### config.mk
export PLATFORM = sky130hd
export DESIGN_NAME = greenhouse_actuator_control_unit
export DESIGN_NICKNAME = d
export VERILOG_FILES = /design/src/sv/gac_pkg.sv /design/src/sv/gac_div.sv /design/src/sv/greenhouse_actuator_control_unit.sv
export SDC_FILE = /design/constraint.sdc
export NUM_CORES = 1
export LEC_CHECK = 0
export ABC_AREA = 1
export BUFFER_PORTS_ARGS = -buffer_cell sky130_fd_sc_hd__buf_2
export CORE_ASPECT_RATIO = 2
export CORE_MARGIN = 1.5
export CORE_UTILIZATION = 65
export DETAILED_ROUTE_END_ITERATION = 8
export GPL_TIMING_DRIVEN = 0
export PLACE_DENSITY = 0.84
export SYNTH_ARGS = -nofsm -noshare
export SYNTH_HDL_FRONTEND = slang
export SYNTH_SLANG_ARGS = --single-unit
### constraint.sdc
create_clock -name clock -period 7.5 [get_ports clock]
set_input_delay 1.875 -clock clock [delete_from_list [all_inputs] [get_ports clock]]
set_output_delay 1.875 -clock clock [all_outputs]
set_load 0.01 [all_outputs]
### src/sv/gac_pkg.sv
// Shared types and constants for the greenhouse actuator control unit.
// Holds the transaction payload structs, register indexes and divider sizing.
// No dependencies.
package gac_pkg;

   // Field widths
   localparam int ECHO_W     = 15;
   localparam int SOIL_W     = 12;
   localparam int TEMP_W     = 12;
   localparam int HUM_W      = 10;
   localparam int PCT_W      = 7;
   localparam int THR_W      = 10;
   localparam int DIST_W     = 10;
   localparam int CAL_W      = 12;
   localparam int CSR_DATA_W = 12;
   localparam int CSR_IDX_W  = 3;

   // Shared divider: quotient digits of DIV_DIGIT_W bits, one digit per cycle
   localparam int DIV_NUM_W   = 20;
   localparam int DIV_DEN_W   = 12;
   localparam int DIV_DIGIT_W = 2;
   localparam int DIV_CYCLES  = DIV_NUM_W / DIV_DIGIT_W;
   localparam int DIV_CNT_W   = $clog2(DIV_CYCLES);

   // Echo time to cm: 0.034 cm/us out and back, i.e. *17/1000
   localparam int ECHO_CM_DIV = 1000;
   localparam logic [PCT_W-1:0] PCT_MAX = PCT_W'(100);

   // Register indexes
   localparam logic [CSR_IDX_W-1:0] CSR_SOIL_DRY = CSR_IDX_W'(0);
   localparam logic [CSR_IDX_W-1:0] CSR_SOIL_WET = CSR_IDX_W'(1);
   localparam logic [CSR_IDX_W-1:0] CSR_TEMP_MIN = CSR_IDX_W'(2);
   localparam logic [CSR_IDX_W-1:0] CSR_TEMP_MAX = CSR_IDX_W'(3);
   localparam logic [CSR_IDX_W-1:0] CSR_HUM_MAX  = CSR_IDX_W'(4);
   localparam logic [CSR_IDX_W-1:0] CSR_TANK_MT  = CSR_IDX_W'(5);
   localparam logic [CSR_IDX_W-1:0] CSR_CAL_DRY  = CSR_IDX_W'(6);
   localparam logic [CSR_IDX_W-1:0] CSR_CAL_WET  = CSR_IDX_W'(7);

   typedef struct packed {
      logic [ECHO_W-1:0]        echo_us;
      logic [SOIL_W-1:0]        soil_raw;
      logic signed [TEMP_W-1:0] temp_tenths;
      logic [HUM_W-1:0]         hum_tenths;
      logic                     manual_mode;
      logic                     manual_pump;
      logic                     manual_fan;
      logic                     manual_heater;
   } req_type;

   typedef struct packed {
      logic             pump_on;
      logic             fan_on;
      logic             heater_on;
      logic [PCT_W-1:0] tank_level_pct;
      logic [PCT_W-1:0] soil_moisture_pct;
      logic             tank_has_water;
   } rsp_type;

   typedef struct packed {
      logic                 start;
      logic [DIV_NUM_W-1:0] dividend;
      logic [DIV_DEN_W-1:0] divisor;
   } div_cmd_type;

   typedef struct packed {
      logic                 done;
      logic [DIV_NUM_W-1:0] quotient;
   } div_res_type;

   function automatic logic [DIV_NUM_W-1:0] times17(input logic [DIV_NUM_W-1:0] x);
      return (x << 4) + x;
   endfunction

   function automatic logic [DIV_NUM_W-1:0] times100(input logic [DIV_NUM_W-1:0] x);
      return (x << 6) + (x << 5) + (x << 2);
   endfunction

endpackage

### src/sv/gac_div.sv
// Restoring unsigned divider, DIV_DIGIT_W quotient bits per cycle.
// The dividend shifts out of the top of the quotient register as quotient bits enter below.
// Depends on gac_pkg.
module gac_div (
   input  logic                 clock,
   input  logic                 reset,
   input  gac_pkg::div_cmd_type cmd,
   output gac_pkg::div_res_type res
);
   import gac_pkg::*;

   logic [DIV_DEN_W-1:0] rem_ff, rem_in;
   logic [DIV_NUM_W-1:0] quo_ff, quo_in;
   logic [DIV_DEN_W-1:0] den_ff;
   logic [DIV_CNT_W-1:0] cnt_ff;
   logic                 busy_ff;
   logic                 done_ff;
   logic [DIV_DEN_W:0]   trial;

   always_comb begin
      rem_in = rem_ff;
      quo_in = quo_ff;
      trial  = '0;
      for (int i = 0; i < DIV_DIGIT_W; i++) begin
         trial  = {rem_in, quo_in[DIV_NUM_W-1]};
         quo_in = {quo_in[DIV_NUM_W-2:0], 1'b0};
         if (trial >= {1'b0, den_ff}) begin
            trial     = trial - {1'b0, den_ff};
            quo_in[0] = 1'b1;
         end
         rem_in = trial[DIV_DEN_W-1:0];
      end
   end

   always_ff @(posedge clock) begin
      if (reset) begin
         busy_ff <= 1'b0;
         done_ff <= 1'b0;
         cnt_ff  <= '0;
      end else begin
         done_ff <= 1'b0;
         if (cmd.start) begin
            busy_ff <= 1'b1;
            cnt_ff  <= '0;
         end else if (busy_ff) begin
            cnt_ff <= cnt_ff + 1'b1;
            if (cnt_ff == DIV_CNT_W'(DIV_CYCLES - 1)) begin
               busy_ff <= 1'b0;
               done_ff <= 1'b1;
            end
         end
      end
   end

   always_ff @(posedge clock) begin
      if (cmd.start) begin
         rem_ff <= '0;
         quo_ff <= cmd.dividend;
         den_ff <= cmd.divisor;
      end else if (busy_ff) begin
         rem_ff <= rem_in;
         quo_ff <= quo_in;
      end
   end

   // Quotient holds after done until the next start
   assign res.done     = done_ff;
   assign res.quotient = quo_ff;

endmodule

### src/sv/greenhouse_actuator_control_unit.sv
// Greenhouse actuator control unit: one result transaction per control tick.
// Depends on gac_pkg and gac_div.
//
// One request transaction is taken at a time; the next is taken only once the result
// of the previous one has been loaded into the output register. The single shared
// divider sets this pace. It produces two quotient bits per cycle and runs three
// 20-bit divisions in turn: echo time to distance, distance to tank level, and soil
// sample to moisture. Each division registers its operands, loads the divider, iterates
// and then takes the quotient. The result sits in an output register, so the next
// request is taken while it waits to be read. A result that waits under rsp_stall
// holds back the following result, and after it the next request, only if it is still
// stalled when that following result is ready.
module greenhouse_actuator_control_unit #(
   parameter int TANK_FULL_CM = 5
) (
   input  logic                             clock,
   input  logic                             reset,
   input  logic                             req_valid,
   output logic                             req_stall,
   input  gac_pkg::req_type                 req_data,
   output logic                             rsp_valid,
   input  logic                             rsp_stall,
   output gac_pkg::rsp_type                 rsp_data,
   input  logic                             csr_wr_en,
   input  logic [gac_pkg::CSR_IDX_W-1:0]    csr_index,
   input  logic [gac_pkg::CSR_DATA_W-1:0]   csr_wdata
);
   import gac_pkg::*;

   localparam logic [DIST_W-1:0] FULL_CM = DIST_W'(TANK_FULL_CM);

   typedef enum logic [6:0] {
      ST_IDLE  = 7'b0000001,
      ST_DIST  = 7'b0000010,
      ST_TPREP = 7'b0000100,
      ST_TANK  = 7'b0001000,
      ST_SPREP = 7'b0010000,
      ST_SOIL  = 7'b0100000,
      ST_DONE  = 7'b1000000
   } state_type;

   state_type state_ff, state_in;

   // Configuration
   logic [PCT_W-1:0] soil_dry_ff, soil_wet_ff;
   logic [THR_W-1:0] temp_min_ff, temp_max_ff, hum_max_ff;
   logic [DIST_W-1:0] tank_empty_ff;
   logic [CAL_W-1:0] cal_dry_ff, cal_wet_ff;

   // Per-transaction working registers
   logic                 echo_zero_ff;
   logic [SOIL_W-1:0]    soil_cl_ff;
   logic                 manual_ff, m_pump_ff, fan_ff, heat_ff;
   logic [DIST_W-1:0]    dist_ff;
   logic                 water_ff;
   logic                 tank_ok_ff, soil_ok_ff;
   logic [PCT_W-1:0]     level_ff;
   logic [DIV_NUM_W-1:0] num_ff;
   logic [DIV_DEN_W-1:0] den_ff;
   logic                 div_start_ff;
   logic                 pump_latch_ff, pump_in;
   logic                 rsp_valid_ff;
   rsp_type              rsp_data_ff;

   div_cmd_type div_cmd;
   div_res_type div_res;

   logic                  accept;
   logic                  out_free;
   logic [SOIL_W-1:0]     soil_cl;
   logic signed [TEMP_W:0] temp_ext, temp_max_ext, temp_min_ext;
   logic [DIST_W-1:0]     dist_raw, dist_cl;
   logic [PCT_W-1:0]      moist;

   assign accept    = req_valid && !req_stall;
   assign req_stall = (state_ff != ST_IDLE);
   assign out_free  = !rsp_valid_ff || !rsp_stall;

   // Soil clamp: below the wet bound gives the wet bound, else lower to the dry bound
   assign soil_cl = (req_data.soil_raw < cal_wet_ff) ? cal_wet_ff :
                    (req_data.soil_raw > cal_dry_ff) ? cal_dry_ff : req_data.soil_raw;

   assign temp_ext     = {req_data.temp_tenths[TEMP_W-1], req_data.temp_tenths};
   assign temp_max_ext = $signed({{(TEMP_W + 1 - THR_W){1'b0}}, temp_max_ff});
   assign temp_min_ext = $signed({{(TEMP_W + 1 - THR_W){1'b0}}, temp_min_ff});

   // Distance clamp: below full gives full, else lower to empty
   assign dist_raw = echo_zero_ff ? tank_empty_ff : div_res.quotient[DIST_W-1:0];
   assign dist_cl  = (dist_raw < FULL_CM) ? FULL_CM :
                     (dist_raw > tank_empty_ff) ? tank_empty_ff : dist_raw;

   assign moist = soil_ok_ff ? div_res.quotient[PCT_W-1:0] : '0;

   always_comb begin
      pump_in = pump_latch_ff;
      if (manual_ff) begin
         pump_in = m_pump_ff;
      end else if (moist < soil_dry_ff && water_ff) begin
         pump_in = 1'b1;
      end else if (moist > soil_wet_ff || !water_ff) begin
         pump_in = 1'b0;
      end
   end

   always_comb begin
      state_in = state_ff;
      case (state_ff)
         ST_IDLE: begin
            if (accept) state_in = ST_DIST;
         end
         ST_DIST: begin
            if (div_res.done) state_in = ST_TPREP;
         end
         ST_TPREP: begin
            state_in = ST_TANK;
         end
         ST_TANK: begin
            if (div_res.done) state_in = ST_SPREP;
         end
         ST_SPREP: begin
            state_in = ST_SOIL;
         end
         ST_SOIL: begin
            if (div_res.done) state_in = ST_DONE;
         end
         ST_DONE: begin
            if (out_free) state_in = ST_IDLE;
         end
         default: begin
            state_in = ST_IDLE;
         end
      endcase
   end

   always_ff @(posedge clock) begin
      if (reset) begin
         state_ff      <= ST_IDLE;
         div_start_ff  <= 1'b0;
         pump_latch_ff <= 1'b0;
         rsp_valid_ff  <= 1'b0;
         soil_dry_ff   <= PCT_W'(40);
         soil_wet_ff   <= PCT_W'(70);
         temp_min_ff   <= THR_W'(200);
         temp_max_ff   <= THR_W'(300);
         hum_max_ff    <= THR_W'(750);
         tank_empty_ff <= DIST_W'(25);
         cal_dry_ff    <= CAL_W'(4095);
         cal_wet_ff    <= CAL_W'(1670);
      end else begin
         state_ff     <= state_in;
         div_start_ff <= accept || (state_ff == ST_TPREP) || (state_ff == ST_SPREP);
         if (state_ff == ST_DONE && out_free) begin
            rsp_valid_ff  <= 1'b1;
            pump_latch_ff <= pump_in;
         end else if (rsp_valid_ff && !rsp_stall) begin
            rsp_valid_ff <= 1'b0;
         end
         if (csr_wr_en) begin
            case (csr_index)
               CSR_SOIL_DRY: soil_dry_ff   <= csr_wdata[PCT_W-1:0];
               CSR_SOIL_WET: soil_wet_ff   <= csr_wdata[PCT_W-1:0];
               CSR_TEMP_MIN: temp_min_ff   <= csr_wdata[THR_W-1:0];
               CSR_TEMP_MAX: temp_max_ff   <= csr_wdata[THR_W-1:0];
               CSR_HUM_MAX:  hum_max_ff    <= csr_wdata[THR_W-1:0];
               CSR_TANK_MT:  tank_empty_ff <= csr_wdata[DIST_W-1:0];
               CSR_CAL_DRY:  cal_dry_ff    <= csr_wdata[CAL_W-1:0];
               CSR_CAL_WET:  cal_wet_ff    <= csr_wdata[CAL_W-1:0];
               default: ;
            endcase
         end
      end
   end

   // Datapath registers, no reset
   always_ff @(posedge clock) begin
      if (accept) begin
         echo_zero_ff <= (req_data.echo_us == '0);
         soil_cl_ff   <= soil_cl;
         manual_ff    <= req_data.manual_mode;
         m_pump_ff    <= req_data.manual_pump;
         if (req_data.manual_mode) begin
            fan_ff  <= req_data.manual_fan;
            heat_ff <= req_data.manual_heater;
         end else begin
            fan_ff  <= (temp_ext > temp_max_ext) || (req_data.hum_tenths > hum_max_ff);
            heat_ff <= (temp_ext < temp_min_ext);
         end
         num_ff <= times17(DIV_NUM_W'(req_data.echo_us));
         den_ff <= DIV_DEN_W'(ECHO_CM_DIV);
      end
      if (state_ff == ST_DIST && div_res.done) begin
         dist_ff  <= dist_cl;
         water_ff <= (dist_cl < tank_empty_ff);
      end
      if (state_ff == ST_TPREP) begin
         // level = |empty - dist| * 100 / |empty - full|; zero when the span is empty
         tank_ok_ff <= (tank_empty_ff != FULL_CM);
         if (tank_empty_ff > FULL_CM) begin
            num_ff <= times100(DIV_NUM_W'(tank_empty_ff - dist_ff));
            den_ff <= DIV_DEN_W'(tank_empty_ff - FULL_CM);
         end else begin
            num_ff <= times100(DIV_NUM_W'(dist_ff - tank_empty_ff));
            den_ff <= DIV_DEN_W'(FULL_CM - tank_empty_ff);
         end
      end
      if (state_ff == ST_TANK && div_res.done) begin
         level_ff <= tank_ok_ff ? div_res.quotient[PCT_W-1:0] : '0;
      end
      if (state_ff == ST_SPREP) begin
         // moisture = |dry - soil| * 100 / |dry - wet|; zero when the points are equal
         soil_ok_ff <= (cal_wet_ff != cal_dry_ff);
         if (cal_wet_ff < cal_dry_ff) begin
            num_ff <= times100(DIV_NUM_W'(cal_dry_ff - soil_cl_ff));
            den_ff <= DIV_DEN_W'(cal_dry_ff - cal_wet_ff);
         end else begin
            num_ff <= times100(DIV_NUM_W'(soil_cl_ff - cal_dry_ff));
            den_ff <= DIV_DEN_W'(cal_wet_ff - cal_dry_ff);
         end
      end
      if (state_ff == ST_DONE && out_free) begin
         rsp_data_ff.pump_on           <= pump_in;
         rsp_data_ff.fan_on            <= fan_ff;
         rsp_data_ff.heater_on         <= heat_ff;
         rsp_data_ff.tank_level_pct    <= level_ff;
         rsp_data_ff.soil_moisture_pct <= moist;
         rsp_data_ff.tank_has_water    <= water_ff;
      end
   end

   assign div_cmd.start    = div_start_ff;
   assign div_cmd.dividend = num_ff;
   assign div_cmd.divisor  = den_ff;

   gac_div u_div (
      .clock (clock),
      .reset (reset),
      .cmd   (div_cmd),
      .res   (div_res)
   );

   assign rsp_valid = rsp_valid_ff;
   assign rsp_data  = rsp_data_ff;

   a_accept_starts: assert property (@(posedge clock) disable iff (reset)
      accept |=> state_ff == ST_DIST)
      else $error("accepted transaction did not start the distance division");

   a_div_done_busy: assert property (@(posedge clock) disable iff (reset)
      div_res.done |-> (state_ff == ST_DIST || state_ff == ST_TANK || state_ff == ST_SOIL))
      else $error("divider finished outside a division state");

   a_pct_range: assert property (@(posedge clock) disable iff (reset)
      rsp_valid |-> (rsp_data.tank_level_pct <= PCT_MAX && rsp_data.soil_moisture_pct <= PCT_MAX))
      else $error("percent output above 100");

   a_rsp_hold: assert property (@(posedge clock) disable iff (reset)
      rsp_valid && rsp_stall |=> rsp_valid && $stable(rsp_data))
      else $error("stalled result changed or dropped");

endmodule
# ---- Word-level counts from Yosys, hierarchy flattened
# Index checks and enable logic that the tools add are counted.
dict set report word_totals {
  out_inout_bits 20
  in_bits 73
  register_bits 225
  elab_cells 165
}
dict set report classes {
  order_cmp 14
  n_bitwise 1
  reduce_logical 31
  n_eq_ne 23
  n_mux 39
  add_sub_neg 20
}
# op n
set ops {}
lappend ops {{$mux W20} 7}
lappend ops {{$mux W12} 9}
lappend ops {{$pmux W7 S7} 1}
lappend ops {{$sub A12 B12 Y12} 4}
lappend ops {{$mux W7} 6}
lappend ops {{$add A19 B18 Y20} 2}
lappend ops {{$add A20 B20 Y20} 2}
lappend ops {{$add A18 B13 Y19} 2}
lappend ops {{$add A17 B16 Y18} 2}
lappend ops {{$mux W10} 3}
lappend ops {{$ge A13 B12 Y1} 2}
lappend ops {{$sub A12 B12 Y13} 2}
lappend ops {{$lt A12 B12 Y1} 2}
lappend ops {{$sub A10 B10 Y11} 2}
lappend ops {{$add A19 B15 Y20} 1}
lappend ops {{$gt A10 B10 Y1} 2}
lappend ops {{$reduce_and A2 Y1} 8}
lappend ops {{$logic_not A15 Y1} 1}
lappend ops {{$mux W1} 13}
lappend ops {{$eq A3 B3 Y1 const B} 4}
lappend ops {{$gt A12 B11 Y1} 1}
lappend ops {{$gt A12 B12 Y1} 1}
lappend ops {{$lt A12 B11 Y1} 1}
lappend ops {{$ne A12 B12 Y1} 1}
lappend ops {{other kinds (32)} 49}

# ---- Longest topological paths before layout
# Gate-level depths: netlist of the first run.
dict set report depth {
  word_depth 6
  depth_mapped 27
  depth_no_buf 25
}

# ---- Cells and area by module
# From an unflattened synthesis of the first run, not the netlist that was laid out.
dict set report hier_totals {
  hier_cells 2847
  hier_area_um2 20533.4
}
# module area_each_um2 seq_area_each_um2 cells_per_inst n_inst
set by_module_without_submodules {}
lappend by_module_without_submodules {greenhouse_actuator_control_unit 16921.2 4374.2 2352 1}
lappend by_module_without_submodules {gac_div 3612.2 1321.3 495 1}

# ---- Worst setup path after synthesis of the first run
# OpenSTA, ideal clock, no wires.
dict set report synth_path {
  path_kind {input to register}
  start {in req_valid}
  end {reg den_ff[0], enable pin}
  setup_time_ps 389
  path_buffers 0
  stages 4
  t_required_ps 7111
  t_arrival_ps 3593
  path_slack_ps 3518
  path_cell_list {inv_1 -> nor2_1 -> inv_1 -> nand2_1}
}
dict set report synth_between {
  elab_chain_cells 2
}
# element line
set synth_lines {}
lappend synth_lines {{start: declaration} greenhouse_actuator_control_unit.sv:18} ;# input logic req_valid,
lappend synth_lines {{$logic_and A1 B1 Y1} greenhouse_actuator_control_unit.sv:75} ;# assign accept = req_valid && !req_stall;
lappend synth_lines {{via accept} greenhouse_actuator_control_unit.sv:68} ;# logic accept;
lappend synth_lines {{$reduce_bool A3 Y1 (no source line)} -}
lappend synth_lines {{end signal: assignment} greenhouse_actuator_control_unit.sv:189} ;# den_ff <= DIV_DEN_W'(ECHO_CM_DIV);
lappend synth_lines {{end signal: assignment} greenhouse_actuator_control_unit.sv:200} ;# den_ff <= DIV_DEN_W'(tank_empty_ff - FULL_CM);
lappend synth_lines {{end signal: assignment} greenhouse_actuator_control_unit.sv:203} ;# den_ff <= DIV_DEN_W'(FULL_CM - tank_empty_ff);
lappend synth_lines {{end: declaration} greenhouse_actuator_control_unit.sv:59} ;# logic [DIV_DEN_W-1:0] den_ff;
# The timed path passes the listed nets, and every way through them passes these cells.
# A chain may end at the register's enable or synchronous reset.

# ---- Worst setup path after layout of the first run
dict set report layout_path {
  start {reg tank_empty_ff[2]}
  end {reg num_ff[15] (data pin)}
}
dict set report layout_between {
  elab_chain_cells 6
  elab_cells_between_ends 10
  cone_classes {6 x add/sub; 1 x order compare; 3 x mux}
}
# element line
set layout_lines {}
lappend layout_lines {{start: declaration} greenhouse_actuator_control_unit.sv:47} ;# logic [DIST_W-1:0] tank_empty_ff;
lappend layout_lines {{start signal: assignment} greenhouse_actuator_control_unit.sv:165} ;# CSR_TANK_MT: tank_empty_ff <= csr_wdata[DIST_W-1:0];
lappend layout_lines {{$sub A10 B10 Y11, on equally long branches} {greenhouse_actuator_control_unit.sv:202, greenhouse_actuator_control_unit.sv:199}}
lappend layout_lines {{$add A17 B16 Y18} gac_pkg.sv:75} ;# return (x << 6) + (x << 5) + (x << 2);
lappend layout_lines {{$add A18 B13 Y19} gac_pkg.sv:75}
lappend layout_lines {{$mux W20 (*)} greenhouse_actuator_control_unit.sv:198} ;# if (tank_empty_ff > FULL_CM) begin
lappend layout_lines {{$mux W20 (*)} greenhouse_actuator_control_unit.sv:195} ;# if (state_ff == ST_TPREP) begin
lappend layout_lines {{$mux W20 (*)} greenhouse_actuator_control_unit.sv:209} ;# if (state_ff == ST_SPREP) begin
lappend layout_lines {{end signal: assignment} greenhouse_actuator_control_unit.sv:199} ;# num_ff <= times100(DIV_NUM_W'(tank_empty_ff - dist_ff));
lappend layout_lines {{end signal: assignment} greenhouse_actuator_control_unit.sv:202} ;# num_ff <= times100(DIV_NUM_W'(dist_ff - tank_empty_ff));
lappend layout_lines {{end signal: assignment} greenhouse_actuator_control_unit.sv:213} ;# num_ff <= times100(DIV_NUM_W'(cal_dry_ff - soil_cl_ff));
lappend layout_lines {{end: declaration} greenhouse_actuator_control_unit.sv:58} ;# logic [DIV_NUM_W-1:0] num_ff;
# Mark *: on every way between the ends. The rest lies on a longest branch, timed or not.

==> out/results.ini, run 1 <==
[logic_synthesis]
yosys_warnings=0
synth_top_cell_by_area=edfxtp_1
synth_fp_nets=3032
syn_inst=2665
synth.distinct_cells=54
synth.top_cell.area_share_pct=18.0
synth_edf_count=119
synth_ff_type=edfxtp_1
async_flop_share_pct=0
yosysMostFrequentCell=nand2_1
avgSynthCellArea_um2=7.43
ys_top_cells_by_count=614 x nand2_1, 435 x inv_1, 249 x ha_1
ys_seq_area_share_pct=28.8
synth-seq-cells=225
yosys-top-cells-area=edfxtp_1 18%, ha_1 16%, nand2_1 12%
synth_area_um2=19800

[sta]
rsz0062_at_grt=no
setup_viol=0
final_max_slew_viol_count=0
fmax_mhz=184
tns_ns=0
finalHoldViolCount=0
max-slew-margin-rel_pct=5.91
worstMarginPinSlew_ns=1.40
min_period_ns=5.43
fin_crit_sh_pct=72.5
fin_skew_ns=0.0212

[floorplanning]
start_util_pct=65.8
core_um2=30100
dieWidth_um=126
boundaryPins=93
dieArea_um2=31600
rows=90
die_y_um=250

[worst_setup_path]
worstSetupStartpointType=flip-flop
crit_required_ns=7.83
crit_type=reg2reg
timing.rr.start=tank_empty_ff[2]$_SDFFE_PP0P_
crit_arrival_ns=5.76
cp-end-kind=flip-flop
crit_fanout=8
critPathLaunch=tank_empty_ff[2]$_SDFFE_PP0P_

[clock_network]
clockBufferDepth=3
cts_made_buffers=22
clk_pin_slew_ns=0.07
cts_root_buf=clkbuf_16
cts_setup_buffers=0
insertion_delay_ns=0.54
hold_buffers=0
cts.sinks=225
cts_tree=yes
cts_max_level=1
postCtsResizedCells=0

[power_and_ir_drop]
power_mw=5.38
peakVddDrop_uv=204
p_leak_nw=10.8
power.density_nw_per_um2=250

[route]
drt_wl_total_mm=63.0
firstDrtPassIters=6
vias=19300
ant_nets=0
post_drt_wl_per_cell_um=19.9
drc=0
first_iter_violations=1204
vias_per_cell=6.08

[min_path]
hold_class=reg2reg
hold_start=den_ff[9]$_DFFE_PP_

[cells_and_area]
drive_above_1_share_pct=7.15
nets=3148
n_antenna_cell=0
syn_to_final_growth_pct=8.64
nFillCells=2478

[global_route]
grt_use_total_pct=40.3
grt_max_degree=33
grt_pass1_vias=19700
grt_overflow=0
antenna_found_initial=2
grt_pass1_wl_mm=98.8

[outcome]
status=finished clean

[placement]
place.detailed.hpwl_mm=50.1
io_buffers=91
routabilityCongestion=1.09

[run]
maxCapViolCount=0

[cells by family after synthesis]
logic type               count (synthesis)  share of synthesized area, %
flip-flops                             225                          28.8
AND/OR/NAND/NOR                       1045                          22.5
adder cells (fa/ha/maj)                294                          20.3
AO/OA/AOI/OAI                          515                          14.7
buffers and inverters                  503                          9.93
XOR/XNOR                                83                          3.82
[placed cells by master (no fill, tap or decap), types with 4 or more instances in the layout]
cell type and n:
a21oi_1 208, o21ai_0 165, clkbuf_1 37, o21a_1 6, edfxtp_1 119, nor2_2 6
nand3b_1 4, xor2_2 4, nor2_1 164, a31oi_1 15, inv_2 6, clkbuf_16 23
nand3_1 163, a21o_1 19, or2_2 14, nand2_1 614, o21ai_1 9, buf_6 6
xor2_1 59, ha_1 249, inv_1 435, buf_2 105, o211ai_1 51, dfxtp_1 106
o21bai_1 10, a211oi_1 8, nor3_1 20, xnor2_1 20, nand4_1 40, fa_1 45
o31ai_1 5, o22ai_1 5
[metal layers]
metal	track usage, %	routed length [µm]	up-vias
met5	0	12	-
met4	41.6	7840	2
met3	8.19	4240	441
met2	72.4	31900	917
met1	35.4	19000	8859
li1	-	-	9035
[through the flow]
step                      area (µm²)  util (%)  worst slack [ns]  hold WS (ns)  instances
after floorplan                19800         -              3.52         0.400       2665
after global placement         20700      68.9              2.40         0.401       3124
after detailed placement       20700      69.0              2.55         0.407       3125
after CTS                      21500      71.5              2.37         0.422       3165
after global routing           21500      71.5              1.70         0.428       3165
final                          21500      71.5              2.07         0.421       3165
[worst max-delay path: stages (launching register included)]
cell and delay [ns]:
dfxtp_1 0.56, inv_1 0.29, ha_1 0.35, buf_2 0.17, a21oi_1 0.14, o21ai_1 0.12, a21oi_1 0.15, nor2_1 0.05
nor2_1 0.29, o21ai_0 0.23, xor2_1 0.65, fa_1 0.55, inv_1 0.10, ha_1 0.25, inv_1 0.08, nor3_1 0.29
nand3_1 0.12, nand3_1 0.12, xor2_1 0.22, nand2_1 0.08, nand2_1 0.09, nor2_1 0.05, nor2_1 0.27
[sequential cells by signal (all words and copies together) (netlist names), 10 cells and up]
| signal | flops |
|---|---|
| temp_min_ff | 10 |
| den_ff | 12 |
| dist_ff | 10 |
| cal_dry_ff | 12 |
| u_div.den_ff | 12 |
| rsp_data | 18 |
| u_div.quo_ff | 20 |
| cal_wet_ff | 12 |
| tank_empty_ff | 10 |
| u_div.rem_ff | 12 |
| num_ff | 20 |
| temp_max_ff | 10 |
| hum_max_ff | 10 |
| soil_cl_ff | 12 |
[area by class of cell]
class / instances / area [µm²] / share of cell area [%]
multi-input combinational: 1937 / 12100 / 56.5
clock buffer: 30 / 632 / 2.94
clock inverter: 10 / 141 / 0.657
timing repair buffer: 92 / 470 / 2.19
tap: 368 / 460 / 2.14
sequential: 225 / 5700 / 26.5
buffer: 60 / 303 / 1.41
inverter: 443 / 1660 / 7.73
[path summary, 6_finish.rpt]
path | endpoint | cells past startpoint | slack (ns)
worst max-delay path | num_ff[15]$_DFFE_PP_ | 22 | 2.07
worst max register to register | num_ff[15]$_DFFE_PP_ | 22 | 2.07
worst min-delay path | u_div.den_ff[9]$_DFFE_PP_ | 0 | 0.42
worst min register to register | u_div.den_ff[9]$_DFFE_PP_ | 0 | 0.42
[where the power goes]
| part | leakage [nW] | internal [mW] | switching [mW] | total (mW) |
|---|---|---|---|---|
| Combinational | 8.51 | 0.995 | 1.72 | 2.72 |
| Sequential | 1.93 | 1.40 | 0.0702 | 1.47 |
| Clock | 0.366 | 0.672 | 0.516 | 1.19 |
| Total | 10.8 | 3.07 | 2.31 | 5.38 |
Power figures use the tool's default switching activity.
==> run 2, diff against run 1 <==
Settings changed: ABC_AREA 1 to 0, CORE_UTILIZATION 65 to 57, PLACE_DENSITY 0.84 to 0.78.
Clock period 7.5 ns to 4.7 ns, I/O delays scaled along.
==> run 2 against run 1 <==
Effect of this change: non-clock buffer count is 79 higher; sequential power increased by 63%; global-route usage shrank 7.2 points; critical endpoint is now num_ff[16]$_DFFE_PP_; largest power group unchanged.
==> out/results.ini, run 2 <==
[global_route]
antenna_found_initial=0  ; -2
grt_max_degree=33  ; unchanged
grt_pass1_vias=17200  ; -13%
grt_pass1_wl_mm=88.9  ; -10%
grt_use_total_pct=33.1  ; -7.2 points
grt_overflow=0  ; unchanged

[clock_network]
cts_tree=yes
clockBufferDepth=3  ; unchanged
cts.sinks=225  ; unchanged
cts_made_buffers=22  ; unchanged
hold_buffers=0  ; unchanged
clk_pin_slew_ns=0.07  ; about the same
cts_max_level=1  ; unchanged
insertion_delay_ns=0.55  ; about the same
cts_root_buf=clkbuf_16

[route]
vias=17000  ; -12%
post_drt_wl_per_cell_um=21.8  ; +9.3%
ant_nets=0  ; unchanged
drc=0  ; unchanged
drt_wl_total_mm=59.6  ; -5.5%
first_iter_violations=848  ; -30%
firstDrtPassIters=6  ; unchanged
vias_per_cell=6.22  ; +2.3%

[logic_synthesis]
synth_ff_type=edfxtp_1
synth_area_um2=19100  ; -3.5%
synth.distinct_cells=77  ; +43%
synth.top_cell.area_share_pct=18.7  ; +0.65 points
ys_top_cells_by_count=249 x ha_1, 210 x inv_1, 174 x nor2_1
ys_seq_area_share_pct=29.8  ; +1.0 points
yosys-top-cells-area=edfxtp_1 19%, ha_1 16%, dfxtp_1 11%
async_flop_share_pct=0  ; unchanged
synth_fp_nets=2478  ; -18%
synth_edf_count=119  ; unchanged
yosys_warnings=0  ; unchanged
synth_top_cell_by_area=edfxtp_1
yosysMostFrequentCell=ha_1
avgSynthCellArea_um2=9.05  ; +22%
synth-seq-cells=225  ; unchanged
syn_inst=2111  ; -21%

[worst_setup_path]
crit_arrival_ns=4.95  ; -0.81 ns
worstSetupStartpointType=flip-flop
r2r_setup_slack_ns=0.01  ; -2.05 ns
cp-end-kind=flip-flop
crit_fanout=6  ; -2
crit_required_ns=4.96  ; -2.87 ns
crit_type=reg2reg

[sta]
worstMarginPinSlew_ns=1.20  ; -0.193 ns
layout_setup_ws_ns=0.0148  ; -2.05 ns
setup_viol=0  ; unchanged
fin_crit_sh_pct=99.7  ; +27 points
rsz0062_at_grt=yes
fmax_mhz=213  ; +16%
final_max_slew_viol_count=0  ; unchanged
min_period_ns=4.69  ; -0.750 ns
finalHoldViolCount=0  ; unchanged
whs_ns=0.423  ; +0.00240 ns
tns_ns=0  ; unchanged
max-slew-margin-rel_pct=19.6  ; +14 points
fin_skew_ns=0.0132  ; -0.00803 ns

[floorplanning]
core_um2=32900  ; +9.5%
dieArea_um2=34700  ; +9.9%
rows=94  ; +4.4%
boundaryPins=93  ; unchanged
die_y_um=262  ; +4.8%
dieWidth_um=132  ; +4.8%
start_util_pct=58.0  ; -7.8 points

[cells_and_area]
reg_top3=num_ff: 20 flops, u_div.quo_ff: 20 flops, rsp_data: 18 flops
nets=2655  ; -16%
syn_to_final_growth_pct=17.4
final_common_cell=ha_1
drive_above_1_share_pct=19.7  ; +13 points
final_cell_mix=221 x ha_1, 188 x inv_1, 171 x nor2_1, 139 x nand2_1, 119 x edfxtp_1

[placement]
place.detailed.hpwl_mm=45.7  ; -8.7%
routabilityCongestion=0.993  ; -9.0%
io_buffers=84  ; -7.7%
pre_cts_ws_ns=-1.41  ; -3.96 ns

[run]
maxCapViolCount=0  ; unchanged

[power_and_ir_drop]
p_leak_nw=9.74  ; -9.9%
peakVddDrop_uv=295  ; +44%
power.density_nw_per_um2=393  ; +57%

[outcome]
status=finished clean

[min_path]
hold_class=reg2reg

-- run 2: cell types whose count changed in the layout (fill, tap and decap cells not counted), sizes merged, moves of 62 or more --
| cell | delta |
|---|---|
| a21oi | -74 |
| inv | -236 |
| buf | +62 |
| o21ai | -90 |
| nand2 | -475 |
| nand3 | -124 |
-- run 2: per-layer routing --
metal	part of all wire, %	track usage, %	vias up
met2	52	63.8	715
li1	-	-	7900
met1	32	29.6	8087
met4	11	29.9	0
met3	5.2	4.55	328
met5	0	0	-
-- run 2: cell families after synthesis --
logic type / synth area share [%]
AOI/OAI and AO/OA: 18.9
adders and majority gates: 21.0
buffers and inverters: 5.85
DFF: 29.8
muxes: 5.20
and+or+nand+nor: 14.0
xor gates and xnor gates: 5.27
-- run 2: area by class of cell --
cell class	count	area, µm²
inverter	212	821
timing repair buffer	162	1010
fill	2572	10500
multi-input combinational	1596	13300
sequential	225	5730
clock buffer	28	593
tap	432	541
antenna	1	2.50
clock inverter	12	134
buffer	69	314
-- run 2: final timing paths --
path         cells past startpoint                      to                           from
min                              0  rsp_data[13]$_DFFE_PP_      level_ff[5]$_SDFFCE_PN0P_
min reg2reg                      0  rsp_data[13]$_DFFE_PP_      level_ff[5]$_SDFFCE_PN0P_
max                             19    num_ff[16]$_DFFE_PP_  tank_empty_ff[0]$_SDFFE_PP1P_
max reg2reg                     19    num_ff[16]$_DFFE_PP_  tank_empty_ff[0]$_SDFFE_PP1P_
-- run 2: where the power goes --
part / switching, mW / internal [mW]
Clock: 0.806 / 1.01
Sequential: 0.143 / 2.24
Combinational: 2.53 / 2.08
-- run 2: critical path: stages, from the launching register on --
cell      delay, ns
dfxtp_4        0.38
clkinv_4       0.07
ha_4           0.13
inv_4          0.04
fa_2           0.36
a21o_1         0.22
a21oi_4        0.23
o21bai_1       0.12
a21oi_2        0.17
xnor2_2        0.14
fa_1           0.60
ha_4           0.23
a21o_1         0.20
a21oi_2        0.17
nor2b_1        0.07
o21a_1         0.22
o41ai_4        0.38
nor2b_2        0.10
o41ai_4        0.41
o211ai_1       0.15
-- run 2: through the flow --
stage          area (µm²)  util [%]  total power [mW]  std cells
6_report            22400      68.1              8.82       2737
3_5_place_dp        20100      61.0              6.21       2628
2_1_floorplan       19100         -              5.30       2111
3_3_place_gp        20100      60.9              6.06       2627
5_1_grt             22400      68.1              9.28       2736
4_1_cts             21400      65.1              8.26       2686
-- run 2: what timing repair did --
item | CTS | global route
gates resized for setup | 115 | 130
setup endpoints to repair | 24 | 22
pin swaps | 15 | 86
cloned | 1 | 0
hold endpoints to repair | 0 | 0
setup buffers | 24 | 52
==> run 3, diff against run 2 <==
Settings changed: CORE_MARGIN 1.5 to 5.
==> run 3 against run 2 <==
Effect of this change: global-route usage is 3.0 points lower; sequential share of layout area hardly changed; largest cell class unchanged; total power is 0.51% higher; non-clock buffer count is 2 lower; wire length is 0.89% higher; worst setup slack worse by 0.012 ns; via count is 0.70% higher; core utilization is 0.98 points lower; hold slack better by 0.0016 ns; critical endpoint is now num_ff[17]$_DFFE_PP_; final cell count is 0.11% higher; critical path type unchanged.
==> out/results.ini, run 3 (synthesized netlist as in run 2, its figures left out) <==
[sta]
layout_setup_ws_ns=0.00235  ; -0.0125 ns
worstMarginPinSlew_ns=1.27  ; +0.0700 ns
finalHoldViolCount=0  ; unchanged
fin_skew_ns=0.00977  ; -0.00341 ns
min_period_ns=4.70  ; +0.0125 ns
setup_viol=0  ; unchanged
final_max_slew_viol_count=0  ; unchanged
rsz0062_at_grt=yes
fmax_mhz=213  ; -0.27%
fin_crit_sh_pct=100  ; +0.27 points
max-slew-margin-rel_pct=15.0  ; -4.7 points

[cells_and_area]
drive_above_1_share_pct=19.5  ; -0.20 points
final-seq-area_um2=5730  ; about the same
syn_to_final_growth_pct=17.4  ; about the same
final_cell_mix=223 x ha_1, 189 x inv_1, 170 x nor2_1, 139 x nand2_1, 119 x edfxtp_1
reg_top3=num_ff: 20 flops, u_div.quo_ff: 20 flops, rsp_data: 18 flops
nets=2653  ; -0.075%
nFillCells=2567  ; -0.19%
final_common_cell=ha_1
multi_input_area_um2=13200  ; -0.45%
postLayoutCoreUtil_pct=67.2  ; -0.98 points

[global_route]
grt_pass1_vias=17300  ; +0.74%
gr-usage-met3_pct=3.53  ; -1.0 points
grt_pass1_wl_mm=89.3  ; +0.46%
grt_use_total_pct=30.1  ; -3.0 points
grt-busiest-layer=met2
grt_max_degree=33  ; unchanged
grt_overflow=0  ; unchanged
grt_use_met1_pct=26.7  ; -2.9 points
antenna_found_initial=2  ; +2
use_met2_pct=58.7  ; -5.1 points

[route]
firstDrtPassIters=6  ; unchanged
vias=17100  ; +0.70%
post_drt_wl_per_cell_um=21.9  ; +0.78%
ant_nets=0  ; unchanged
vias_per_cell=6.26  ; +0.59%
drt_wl_total_mm=60.1  ; +0.89%
drc=0  ; unchanged
first_iter_violations=1037  ; +22%

[clock_network]
cts_made_buffers=22  ; unchanged
cts_root_buf=clkbuf_16
clk_pin_slew_ns=0.07  ; about the same
clockBufferDepth=3  ; unchanged
cts.sinks=225  ; unchanged
cts_tree=yes
insertion_delay_ns=0.54  ; about the same
cts_max_level=1  ; unchanged
hold_buffers=0  ; unchanged

[worst_setup_path]
r2r_setup_slack_ns=0.002  ; about the same
crit_fanout=3  ; -3
cp.buffers_inverters=3  ; +1
critPathTopFamily=compound AO/OA/AOI/OAI gates
cp-end-kind=flip-flop
crit_type=reg2reg
crit_top_cell=o21ai_2
cpPeakStageDelay_ns=0.60  ; about the same
worstPathCellList=ha_4 -> nor2b_1 -> o21ai_2 -> a21boi_2 -> o21ai_2 -> nand2_1 -> nor2_1 -> nor2_2 -> inv_1 -> fa_1 -> inv_1 -> ha_1 -> a21oi_2 -> o211ai_1 -> nor4_2 -> buf_4 -> o41a_1 -> o21ai_2 -> xnor2_1 -> o2bb2ai_1 -> a211o_1
crit_arrival_ns=4.98  ; +0.03 ns
crit_required_ns=4.98  ; +0.02 ns
worstSetupStartpointType=flip-flop
cpMaxStageDelayCell=fa_1

[floorplanning]
boundaryPins=93  ; unchanged
core_um2=33400  ; +1.4%
rows=95  ; +1.1%
die_y_um=269  ; +2.7%
dieWidth_um=139  ; +5.3%
start_util_pct=57.2  ; -0.81 points
dieArea_um2=37500  ; +8.1%

[power_and_ir_drop]
p_clk_share_pct=21.6  ; +1.0 points
power_mw=8.86  ; +0.51%
peakVddDrop_uv=302  ; +2.4%
p_leak_nw=9.75  ; +0.12%
combPwrFrac_pct=51.5  ; -0.8 points
p_switching_mw=3.47  ; -0.40%
power.density_nw_per_um2=395  ; +0.53%
p_int_mw=5.40  ; +1.1%
netSwitchingFraction_pct=39.1  ; -0.36 points
seq_power_share_pct=26.9  ; -0.2 points

[placement]
pre_cts_ws_ns=-1.48  ; -0.0692 ns
routabilityCongestion=1.04  ; +4.7%
place.detailed.hpwl_mm=46.4  ; +1.5%
io_buffers=84  ; unchanged

[min_path]
hold_class=reg2reg

[run]
maxCapViolCount=0  ; unchanged

[outcome]
status=finished clean

==> run 3: metal layers <==
metal	wire length, µm	vias to the layer above
met2	32000	713
met5	19	-
met4	6200	2
met3	3070	329
met1	18800	8197
li1	-	7908
==> run 3: cell type report <==
cell class              instances  share of cell area [%]
multi-input cells            1596                    59.0
flip-flops and latches        225                    25.5
repair buffers                161                    4.54
inverters                     212                    3.64
clock buffers                  25                    2.59
well taps                     436                    2.43
plain buffers                  68                    1.38
clock inverters                15                   0.865
diodes                          2                  0.0223
==> run 3: power groups by stage <==
stage                     Sequential [mW]  Clock, mW  Combinational (mW)
after CTS                            2.38       1.92                4.09
after global routing                 2.40       2.00                4.97
after global placement               2.42          0                3.65
after detailed placement             2.42          0                3.78
final                                2.39       1.91                4.56
after floorplan                      2.35          0                2.95
==> run 3: worst paths after layout <==
check / startpoint / to / cells after the start
worst max-delay path: soil_cl_ff[1]$_DFFE_PP_ / num_ff[17]$_DFFE_PP_ / 21
worst min register to register: level_ff[0]$_SDFFCE_PN0P_ / rsp_data[8]$_DFFE_PP_ / 0
worst min-delay path: level_ff[0]$_SDFFCE_PN0P_ / rsp_data[8]$_DFFE_PP_ / 0
worst max register to register: soil_cl_ff[1]$_DFFE_PP_ / num_ff[17]$_DFFE_PP_ / 21
==> run 3: per-stage QoR <==
stage	hold WS [ns]	setup TNS (ns)	area, µm²	instances
finish	0.425	0	22400	2740
global route	0.438	-0.481	22400	2738
CTS	0.425	-0.138	21600	2697
detailed placement	0.408	-14.62	20100	2632
global placement	0.402	-11.98	20100	2631
floorplan	0.400	0	19100	2111
==> run 3: what timing repair did <==
action                                  in CTS  in global routing
pin swaps                                   23                 74
resized for setup                          127                107
buffers inserted                            31                 45
endpoints found under the setup margin      24                 22
